### src/hw/rtl/jhs_pkg.sv
`default_nettype none

package jhs_pkg;

  // Marker bytes
  localparam logic [7:0] MarkerPrefix = 8'hFF;
  localparam logic [7:0] MarkerSoi    = 8'hD8;
  localparam logic [7:0] MarkerSof0   = 8'hC0;
  localparam logic [7:0] MarkerSof2   = 8'hC2;

  // Segment length limits: the length field counts itself, and a frame
  // header must include the width bytes.
  localparam logic [15:0] MinSegLen   = 16'd2;
  localparam logic [15:0] MinFrameLen = 16'd7;

  // Payload offsets of the dimension bytes inside a frame header
  localparam logic [15:0] OffHeightHi = 16'd3;
  localparam logic [15:0] OffHeightLo = 16'd4;
  localparam logic [15:0] OffWidthHi  = 16'd5;
  localparam logic [15:0] OffWidthLo  = 16'd6;

  typedef enum logic [1:0] {
    StatusFound   = 2'd0,
    StatusNotJpeg = 2'd1,
    StatusBroken  = 2'd2,
    StatusEnded   = 2'd3
  } scan_status_e;

  // One result beat from the parser
  typedef struct packed {
    logic         valid;
    logic [15:0]  width;
    logic [15:0]  height;
    scan_status_e status;
  } jhs_result_t;

endpackage

`default_nettype wire

### src/hw/rtl/jhs_in_reg.sv
`default_nettype none

module jhs_in_reg (
  input  wire logic       clk_i,
  input  wire logic       rst_ni,
  input  wire logic       in_valid_i,
  output logic            in_stall_o,
  input  wire logic [7:0] data_byte_i,
  input  wire logic       last_byte_i,
  input  wire logic       advance_i,
  output logic            s1_valid_o,
  output logic [7:0]      s1_byte_o,
  output logic            s1_last_o
);

  logic       s1_valid_q, s1_valid_d;
  logic [7:0] s1_byte_q;
  logic       s1_last_q;

  // Stall only while a held beat cannot move on
  assign in_stall_o = s1_valid_q & ~advance_i;
  assign s1_valid_d = in_stall_o ? s1_valid_q : in_valid_i;

  always_ff @(posedge clk_i or negedge rst_ni) begin
    if (!rst_ni) begin
      s1_valid_q <= 1'b0;
    end else begin
      s1_valid_q <= s1_valid_d;
    end
  end

  // Payload capture on an accepted beat
  always_ff @(posedge clk_i) begin
    if (in_valid_i && !in_stall_o) begin
      s1_byte_q <= data_byte_i;
      s1_last_q <= last_byte_i;
    end
  end

  assign s1_valid_o = s1_valid_q;
  assign s1_byte_o  = s1_byte_q;
  assign s1_last_o  = s1_last_q;

endmodule

`default_nettype wire

### src/hw/rtl/jhs_parser.sv
`default_nettype none

module jhs_parser
  import jhs_pkg::*;
(
  input  wire logic       clk_i,
  input  wire logic       rst_ni,
  input  wire logic       step_i,
  input  wire logic [7:0] byte_i,
  input  wire logic       last_i,
  output jhs_result_t     result_o
);

  typedef enum logic [7:0] {
    PhSoi0 = 8'b0000_0001,
    PhSoi1 = 8'b0000_0010,
    PhTag0 = 8'b0000_0100,
    PhTag1 = 8'b0000_1000,
    PhLen0 = 8'b0001_0000,
    PhLen1 = 8'b0010_0000,
    PhBody = 8'b0100_0000,
    PhDone = 8'b1000_0000
  } phase_e;

  phase_e      phase_q, phase_d;
  logic [15:0] seg_off_q, seg_off_d;
  logic [15:0] seg_len_q, seg_len_d;
  logic        is_frame_q, is_frame_d;
  logic [15:0] height_q, height_d;
  logic [15:0] width_q, width_d;

  logic [15:0] len_full;
  logic [15:0] off_next;
  jhs_result_t res;

  assign len_full = {seg_len_q[15:8], byte_i};
  assign off_next = seg_off_q + 16'd1;

  // Per-byte phase walk
  always_comb begin
    phase_d    = phase_q;
    seg_off_d  = seg_off_q;
    seg_len_d  = seg_len_q;
    is_frame_d = is_frame_q;
    height_d   = height_q;
    width_d    = width_q;
    res        = '{valid: 1'b0, width: 16'd0, height: 16'd0, status: StatusFound};

    case (phase_q)
      PhSoi0: begin
        if (byte_i != MarkerPrefix) begin
          res.valid  = 1'b1;
          res.status = StatusNotJpeg;
        end else begin
          phase_d = PhSoi1;
        end
      end
      PhSoi1: begin
        if (byte_i != MarkerSoi) begin
          res.valid  = 1'b1;
          res.status = StatusNotJpeg;
        end else begin
          phase_d = PhTag0;
        end
      end
      PhTag0: begin
        if (byte_i != MarkerPrefix) begin
          res.valid  = 1'b1;
          res.status = StatusBroken;
        end else begin
          phase_d = PhTag1;
        end
      end
      PhTag1: begin
        is_frame_d = (byte_i == MarkerSof0) || (byte_i == MarkerSof2);
        phase_d    = PhLen0;
      end
      PhLen0: begin
        seg_len_d = {byte_i, 8'd0};
        phase_d   = PhLen1;
      end
      PhLen1: begin
        seg_len_d = len_full;
        if ((len_full < MinSegLen) || (is_frame_q && (len_full < MinFrameLen))) begin
          res.valid  = 1'b1;
          res.status = StatusBroken;
        end else begin
          seg_off_d = MinSegLen;
          phase_d   = (len_full == MinSegLen) ? PhTag0 : PhBody;
        end
      end
      PhBody: begin
        if (is_frame_q && (seg_off_q == OffWidthLo)) begin
          // Width complete: frame size found
          res.valid  = 1'b1;
          res.width  = {width_q[15:8], byte_i};
          res.height = height_q;
          res.status = StatusFound;
        end else begin
          if (is_frame_q) begin
            if (seg_off_q == OffHeightHi)      height_d = {byte_i, 8'd0};
            else if (seg_off_q == OffHeightLo) height_d = {height_q[15:8], byte_i};
            else if (seg_off_q == OffWidthHi)  width_d  = {byte_i, 8'd0};
          end
          seg_off_d = off_next;
          if (off_next >= seg_len_q) phase_d = PhTag0;
        end
      end
      PhDone: begin
        // Rest of the image is skipped
      end
      default: begin
        phase_d = PhSoi0;
      end
    endcase

    if (res.valid) phase_d = PhDone;

    // Last byte: report early end if nothing given yet, then restart
    if (last_i) begin
      if ((phase_q != PhDone) && !res.valid) begin
        res.valid  = 1'b1;
        res.status = StatusEnded;
      end
      phase_d    = PhSoi0;
      seg_off_d  = 16'd0;
      seg_len_d  = 16'd0;
      is_frame_d = 1'b0;
    end
  end

  // Control state
  always_ff @(posedge clk_i or negedge rst_ni) begin
    if (!rst_ni) begin
      phase_q    <= PhSoi0;
      seg_off_q  <= 16'd0;
      seg_len_q  <= 16'd0;
      is_frame_q <= 1'b0;
    end else if (step_i) begin
      phase_q    <= phase_d;
      seg_off_q  <= seg_off_d;
      seg_len_q  <= seg_len_d;
      is_frame_q <= is_frame_d;
    end
  end

  // Captured dimension bytes
  always_ff @(posedge clk_i) begin
    if (step_i) begin
      height_q <= height_d;
      width_q  <= width_d;
    end
  end

  assign result_o = res;

endmodule

`default_nettype wire

### src/hw/rtl/jhs_out_reg.sv
`default_nettype none

module jhs_out_reg
  import jhs_pkg::*;
(
  input  wire logic         clk_i,
  input  wire logic         rst_ni,
  input  wire logic         step_i,
  input  wire jhs_result_t  result_i,
  output logic              free_o,
  output logic              out_valid_o,
  input  wire logic         out_stall_i,
  output logic [15:0]       image_width_o,
  output logic [15:0]       image_height_o,
  output logic [1:0]        scan_status_o
);

  logic         out_valid_q, out_valid_d;
  logic [15:0]  width_q;
  logic [15:0]  height_q;
  scan_status_e status_q;
  logic         load;

  // Room for a new beat when empty or being taken this cycle
  assign free_o = ~out_valid_q | ~out_stall_i;
  assign load   = step_i & result_i.valid;

  always_comb begin
    out_valid_d = out_valid_q;
    if (load)              out_valid_d = 1'b1;
    else if (!out_stall_i) out_valid_d = 1'b0;
  end

  always_ff @(posedge clk_i or negedge rst_ni) begin
    if (!rst_ni) begin
      out_valid_q <= 1'b0;
    end else begin
      out_valid_q <= out_valid_d;
    end
  end

  always_ff @(posedge clk_i) begin
    if (load) begin
      width_q  <= result_i.width;
      height_q <= result_i.height;
      status_q <= result_i.status;
    end
  end

  assign out_valid_o    = out_valid_q;
  assign image_width_o  = width_q;
  assign image_height_o = height_q;
  assign scan_status_o  = status_q;

endmodule

`default_nettype wire

### src/hw/rtl/jpeg_header_size_scanner_core.sv
// Scans a JPEG byte stream, one byte per beat with a flag on the image's
// final byte, and returns at most one result per image: the frame width and
// height from the first SOF0/SOF2 header with status found, or status not
// JPEG, broken marker chain, or data ended first (width and height zero).
// The result comes on the beat that decides it; later bytes of the image are
// consumed without output until the last-byte flag, which restarts the scan.
// Throughput is one byte per cycle when not stalled: each accepted byte sits in
// an input register, then passes the phase and counter update into a result
// register, from which the result is offered to the output side. The
// only stall comes from a held result that the output side has not yet taken.
`default_nettype none

module jpeg_header_size_scanner_core
  import jhs_pkg::*;
(
  input  wire logic       clk_i,
  input  wire logic       rst_ni,
  input  wire logic       in_valid_i,
  output logic            in_stall_o,
  input  wire logic [7:0] data_byte_i,
  input  wire logic       last_byte_i,
  output logic            out_valid_o,
  input  wire logic       out_stall_i,
  output logic [15:0]     image_width_o,
  output logic [15:0]     image_height_o,
  output logic [1:0]      scan_status_o
);

  logic        s1_valid;
  logic [7:0]  s1_byte;
  logic        s1_last;
  logic        out_free;
  logic        step;
  jhs_result_t result;

  // A held byte is parsed once the result register has room
  assign step = s1_valid & out_free;

  jhs_in_reg u_in_reg (
    .clk_i       (clk_i),
    .rst_ni      (rst_ni),
    .in_valid_i  (in_valid_i),
    .in_stall_o  (in_stall_o),
    .data_byte_i (data_byte_i),
    .last_byte_i (last_byte_i),
    .advance_i   (out_free),
    .s1_valid_o  (s1_valid),
    .s1_byte_o   (s1_byte),
    .s1_last_o   (s1_last)
  );

  jhs_parser u_parser (
    .clk_i    (clk_i),
    .rst_ni   (rst_ni),
    .step_i   (step),
    .byte_i   (s1_byte),
    .last_i   (s1_last),
    .result_o (result)
  );

  jhs_out_reg u_out_reg (
    .clk_i          (clk_i),
    .rst_ni         (rst_ni),
    .step_i         (step),
    .result_i       (result),
    .free_o         (out_free),
    .out_valid_o    (out_valid_o),
    .out_stall_i    (out_stall_i),
    .image_width_o  (image_width_o),
    .image_height_o (image_height_o),
    .scan_status_o  (scan_status_o)
  );

endmodule

`default_nettype wire

### config.mk
export PLATFORM = sky130hd
export DESIGN_NAME = jpeg_header_size_scanner_core
export DESIGN_NICKNAME = d
export VERILOG_FILES = /design/src/hw/rtl/jhs_pkg.sv /design/src/hw/rtl/jhs_in_reg.sv /design/src/hw/rtl/jhs_parser.sv /design/src/hw/rtl/jhs_out_reg.sv /design/src/hw/rtl/jpeg_header_size_scanner_core.sv
export SDC_FILE = /design/constraint.sdc
export NUM_CORES = 1
export LEC_CHECK = 0
export ABC_AREA = 1
export BUFFER_PORTS_ARGS = -buffer_cell sky130_fd_sc_hd__buf_4
export CORE_MARGIN = 3
export CORE_UTILIZATION = 50
export CTS_CLUSTER_SIZE = 16
export DETAILED_ROUTE_END_ITERATION = 8
export PLACE_DENSITY = 0.77
export REMOVE_ABC_BUFFERS = 1
export SYNTH_ARGS = -nofsm -noshare
export SYNTH_HDL_FRONTEND = slang
export SYNTH_SLANG_ARGS = --single-unit
export TNS_END_PERCENT = 1
### constraint.sdc
create_clock -name clk_i -period 2.9 [get_ports clk_i]
set_input_delay 0.29 -clock clk_i [delete_from_list [all_inputs] [get_ports clk_i]]
set_output_delay 0.29 -clock clk_i [all_outputs]
set_load 0.03 [all_outputs]
== Yosys cells after proc, flatten, opt, wreduce, memory -nomap -nowiden ==
Index checks and enable logic that the tools add are counted.

* Register bits: 110
* Input bits: 13
* Output and inout bits: 36

* $add $sub $neg: 1
* Magnitude comparators: 3
* Equality and inequality tests: 29
* Mux-type cells: 36
* Bitwise operators: 10
* Reductions and logical operators: 23

{| class="wikitable"
|+ Operators by type and width
! cell !! count
|-
| two-way mux 16 bit || 5
|-
| two-way mux 8 bit || 9
|-
| case mux 16 bit (2 select lines) || 2
|-
| case mux 8 bit (8 select lines) || 1
|-
| equality test 16 x 3 -> 1 bit (second input constant) || 3
|-
| two-way mux 35 bit || 1
|-
| equality test 16 x 2 -> 1 bit (second input constant) || 2
|-
| equality test 8 bit (second input constant) || 3
|-
| inequality test 8 bit (second input constant) || 3
|-
| inequality test 4 bit (second input constant) || 5
|-
| adder 16 x 1 -> 16 bit (second input constant) || 1
|-
| >= comparator 16 bit || 1
|-
| < comparator 16 x 2 -> 1 bit (second input constant) || 1
|-
| < comparator 16 x 3 -> 1 bit (second input constant) || 1
|-
| two-way mux 1 bit || 11
|-
| case mux 2 bit (5 select lines) || 1
|-
| AND reduction 5 bit || 2
|-
| equality test 8 x 1 -> 1 bit (second input constant) || 1
|-
| equality test 8 x 2 -> 1 bit (second input constant) || 1
|-
| equality test 8 x 3 -> 1 bit (second input constant) || 1
|-
| equality test 8 x 4 -> 1 bit (second input constant) || 1
|-
| equality test 8 x 5 -> 1 bit (second input constant) || 1
|-
| equality test 8 x 6 -> 1 bit (second input constant) || 1
|-
| equality test 8 x 7 -> 1 bit (second input constant) || 1
|-
| 22 further kinds || 43
|}

== Depth between registers and ports, before layout ==
* Word-level depth: 11
* Gate-level depth with buffers: 19
* Mapped depth without buffers: 19

== Modules after synthesis ==
From an unflattened synthesis, not the netlist that was laid out.

* Cells, all modules: 627
* Area total of the unflattened synthesis: 5763.0 sq um

{| class="wikitable"
|+ Modules (own cells, without submodules)
! module !! instances !! cells an instance !! area an instance (sq um)
|-
| jhs_parser || 1 || 570 || 4361.7
|-
| jhs_out_reg || 1 || 39 || 1066.0
|-
| jhs_in_reg || 1 || 16 || 327.8
|-
| jpeg_header_size_scanner_core || 1 || 2 || 7.5
|}

== Worst setup path after synthesis ==
No wires, ideal clock.

* Path kind: register to register
* From: register u_out_reg.out_valid_q, in the netlist u_out_reg.out_valid_o
* To: register u_parser.width_q[10] (enable)
* Arrival: 2140 ps
* Required time: 2505 ps
* Path slack: 365 ps
* Stages on the path, launching flop included: 7
* Buffers on the path: 1
* Cell sequence: dfrtp_1 -> nand2_1 -> nand2_1 -> inv_1 -> clkbuf_1 -> nand2_1 -> nor4_1

* Longest elaborated chain between the ends: 4

{| class="wikitable"
|+ RTL lines
! item !! RTL line !! text
|-
| start, declared || jhs_out_reg.sv:18 || <nowiki>logic out_valid_q, out_valid_d;</nowiki>
|-
| start signal, assigned || jhs_out_reg.sv:38 || <nowiki>out_valid_q <= out_valid_d;</nowiki>
|-
| NOT 1 bit || jhs_out_reg.sv:25 || <nowiki>assign free_o = ~out_valid_q | ~out_stall_i;</nowiki>
|-
| OR 1 bit || jhs_out_reg.sv:25 ||
|-
| bitwise AND 1 bit || jpeg_header_size_scanner_core.sv:37 || <nowiki>assign step = s1_valid & out_free;</nowiki>
|-
| AND reduction 7 bit (no line) || n/a ||
|-
| end signal, assigned || jhs_parser.sv:151 || <nowiki>width_q <= width_d;</nowiki>
|-
| end, declared || jhs_parser.sv:30 || <nowiki>logic [15:0] width_q, width_d;</nowiki>
|}

No other way between the ends.
A chain may end at the register's enable or synchronous reset.

== Worst setup path in the final report ==
* From: register u_parser.seg_off_q[9]
* To: register u_parser.phase_q[3]

* Longest elaborated chain between the ends: 6
* Elaborated cells on any way between the ends: 16
* Those cells by class: add/sub: 1; order compare: 1; eq/ne: 8; mux: 4; reduce/logical: 2

{| class="wikitable"
|+ RTL lines
! item !! RTL line !! text
|-
| start, declared || jhs_parser.sv:26 || <nowiki>logic [15:0] seg_off_q, seg_off_d;</nowiki>
|-
| start signal, assigned || jhs_parser.sv:141 || <nowiki>seg_off_q <= seg_off_d;</nowiki>
|-
| branches (longest 6 deep; another with adder 16 x 1 -> 16 bit) || n/a ||
|-
| end signal, assigned || jhs_parser.sv:135 || <nowiki>phase_q <= PhSoi0;</nowiki>
|-
| end signal, assigned || jhs_parser.sv:140 || <nowiki>phase_q <= phase_d;</nowiki>
|-
| end, declared || jhs_parser.sv:25 || <nowiki>phase_e phase_q, phase_d;</nowiki>
|}

Several ways; the timed one is not identified.

==> results.json <==
{
  "synth_edf_count": 67,
  "die-area_um2": 12400,
  "num_antenna_cells": 0,
  "hp-class": "input pin to register",
  "grt.total_usage": 0.193,
  "finalCritPeriodShare": 0.994,
  "path_clk_slew_ps": 110,
  "final_nets": 701,
  "rows": 37,
  "ios": 49,
  "slew_violations": 0,
  "worstMarginPinSlew_ps": 596,
  "irDropWorstVdd_uv": 402,
  "clock-sinks": 110,
  "viasPerCell": 5.35,
  "drt_wl_total_mm": 12.5,
  "slew_headroom": 0.602,
  "insertion_delay_ps": 380,
  "drc_errors": 0,
  "powerDensity_nw_per_um2": 692,
  "outcome": "finished clean",
  "fmax_mhz": 347,
  "antenna_found_initial": 0,
  "tritoncts": "yes",
  "grt_start_max_net_pins": 44,
  "port_buffers": 48,
  "routedWlPerCell_um": 15.4,
  "firstDrtPassIters": 5,
  "place_hpwl_mm": 8.81,
  "utilization": 0.626,
  "avgSynthCellArea_um2": 9.39,
  "chipWidth_um": 111,
  "gp_congestion": 0.892,
  "ant_nets": 0,
  "nFillCells": 845,
  "netlist_area_um2": 5540,
  "rsz0062_at_grt": "yes",
  "cts_buffers": 9,
  "final_hold_viol_count": 0,
  "syn_inst": 590,
  "initial_core_util": 0.525,
  "synthDistinctLibCells": 40,
  "clock-root-buffer": "clkbuf_8",
  "synthArstFlopShare": 0.391,
  "htreeDepth": 3,
  "drive_gt1_frac": 0.238,
  "ys_ff_latch": 110,
  "vias": 4330,
  "fin_crit_ps": 2880,
  "cp.required_ps": 3170,
  "yosysWarnings": 0,
  "syn_to_final_growth_pct": 19.2,
  "critPathKind": "register to register",
  "gr-total-overflow": 0,
  "skew_ps": 12.0,
  "first_global_vias": 4004,
  "final-setup-viol-count": 0,
  "end_kind": "register",
  "synth-main-ff-cell": "edfxtp_1",
  "p_leak_nw": 3.15,
  "cp.arrival_ps": 3150,
  "core_um2": 10600,
  "clk_path_buf_depth": 2,
  "critPathMaxFanout": 7,
  "cap_violations": 0,
  "synth_seq_area_share": 0.557,
  "dieHeight_um": 111,
  "drtIter0Drc": 418,
  "startpoint_type": "register",
  "grt_pass1_wl_mm": 19.5,
  "whs_ps": 86.2
}
worst max-delay path: stages (launching register included):
cell	delay (ps)
dfrtp_1	520
nand2_1	120
nor2_1	230
nand4_1	160
nor2_2	150
xor2_1	200
ha_1	290
a21oi_1	190
o21ai_1	110
nor2_1	150
nand2_1	110
nor2_4	140
nand3_4	110
buf_4	180
nand4_1	90
nand2_1	60
state kept, by name, summed over array words and instances (netlist names), 8 cells and up:
name                      count
u_parser.seg_off_q           16
u_parser.width_q              8
u_out_reg.image_width_o      16
u_in_reg.s1_byte_o            8
u_parser.phase_q              8
u_parser.seg_len_q           16
u_out_reg.image_height_o     16
u_parser.height_q            16
per-layer routing:
layer,vias up,track usage,part of all wire
met5,-,0,0
met2,181,0.307,0.49
met3,30,0.0453,0.070
met1,2030,0.267,0.42
met4,0,0.0519,0.023
li1,2089,-,-
kinds of logic after synthesis:
family | count (synthesis) | share of synthesized area
AND/OR/NAND/NOR | 289 | 0.244
flip-flops | 110 | 0.557
XOR/XNOR | 10 | 0.0158
adder cells (fa/ha/maj) | 20 | 0.0452
buffers and inverters | 110 | 0.0765
AO/OA/AOI/OAI | 51 | 0.0607
cell usage in the layout, fill, tap and decap left out, drive strengths merged:
cell type,count
a21o,1
a21oi,11
a31o,1
buf,74
clkbuf,9
clkinv,3
dfrtp,42
dfstp,1
dlygate4sd3,1
edfxtp,67
ha,20
inv,106
nand2,105
nand3,35
nand3b,1
nand4,24
nor2,115
nor3,4
nor4,5
o211ai,1
o21ai,22
o21bai,1
o22ai,14
xnor2,1
xor2,9
power breakdown:
group          switching (mW)  internal (mW)  total [mW]  leakage, nW
combinational            1.05          0.523        1.57         1.83
sequential              0.132           1.95        2.09         1.22
clock                   0.571          0.340       0.911        0.101
area by class of cell:
type                    count  area (um2)  share of cell area
inverters                 102         385              0.0584
clock inverters             7        70.1              0.0106
multi-input cells         370        2190               0.331
flip-flops and latches    110        3090               0.468
repair buffers             75         578              0.0875
clock buffers               9         124              0.0188
well taps                 136         170              0.0258
path summary, 6_finish.rpt:
path                                            start                    end  slack, ps  cells past startpoint
worst min register to register    u_parser.phase_q[0]    u_parser.phase_q[0]        510                      2
worst max register to register  u_parser.seg_off_q[9]    u_parser.phase_q[3]         20                     15
worst max-delay path            u_parser.seg_off_q[9]    u_parser.phase_q[3]         20                     15
worst min-delay path                      last_byte_i     u_in_reg.s1_last_o         90                      1
min in group asynchronous                      rst_ni  u_out_reg.out_valid_o        420                      2
max in group asynchronous                      rst_ni  u_parser.seg_off_q[8]       2080                      2
timing repair:
| action | 4_1_cts | 5_1_grt |
|---|---|---|
| endpoints found under the hold margin | 42 | 0 |
| pin swaps | 0 | 16 |
| endpoints found under the setup margin | 8 | 8 |
| buffers inserted | 2 | 15 |
| gates resized for setup | 1 | 36 |
| hold buffers | 1 | 0 |
cell usage after synthesis (8+ instances only):
| library cell | number | area (um2) |
|---|---|---|
| nand3_1 | 31 | 155 |
| xor2_1 | 9 | 78.8 |
| edfxtp_1 | 67 | 2010 |
| nor2_1 | 103 | 387 |
| dfrtp_1 | 42 | 1050 |
| ha_1 | 20 | 250 |
| o21ai_0 | 16 | 80.1 |
| o22ai_1 | 8 | 50.1 |
| inv_1 | 91 | 342 |
| nand4_1 | 22 | 138 |
| nand2_1 | 102 | 383 |
| inv_2 | 10 | 37.5 |
| a21oi_1 | 9 | 45.0 |
through the flow:
step | setup WS (ps) | std cells | total power, mW | setup TNS [ps] | area, um2
finish | 16.8 | 809 | 4.57 | 0 | 6600
global route | -191 | 809 | 4.83 | -1280 | 6600
CTS | 12.9 | 794 | 4.49 | 0 | 6330
detailed placement | -36.3 | 775 | 3.58 | -97.2 | 6110
global placement | 71.0 | 775 | 3.54 | 0 | 6110
floorplan | 432 | 582 | 3.08 | 0 | 5500
Note: power is estimated with default switching activity, not from simulation.
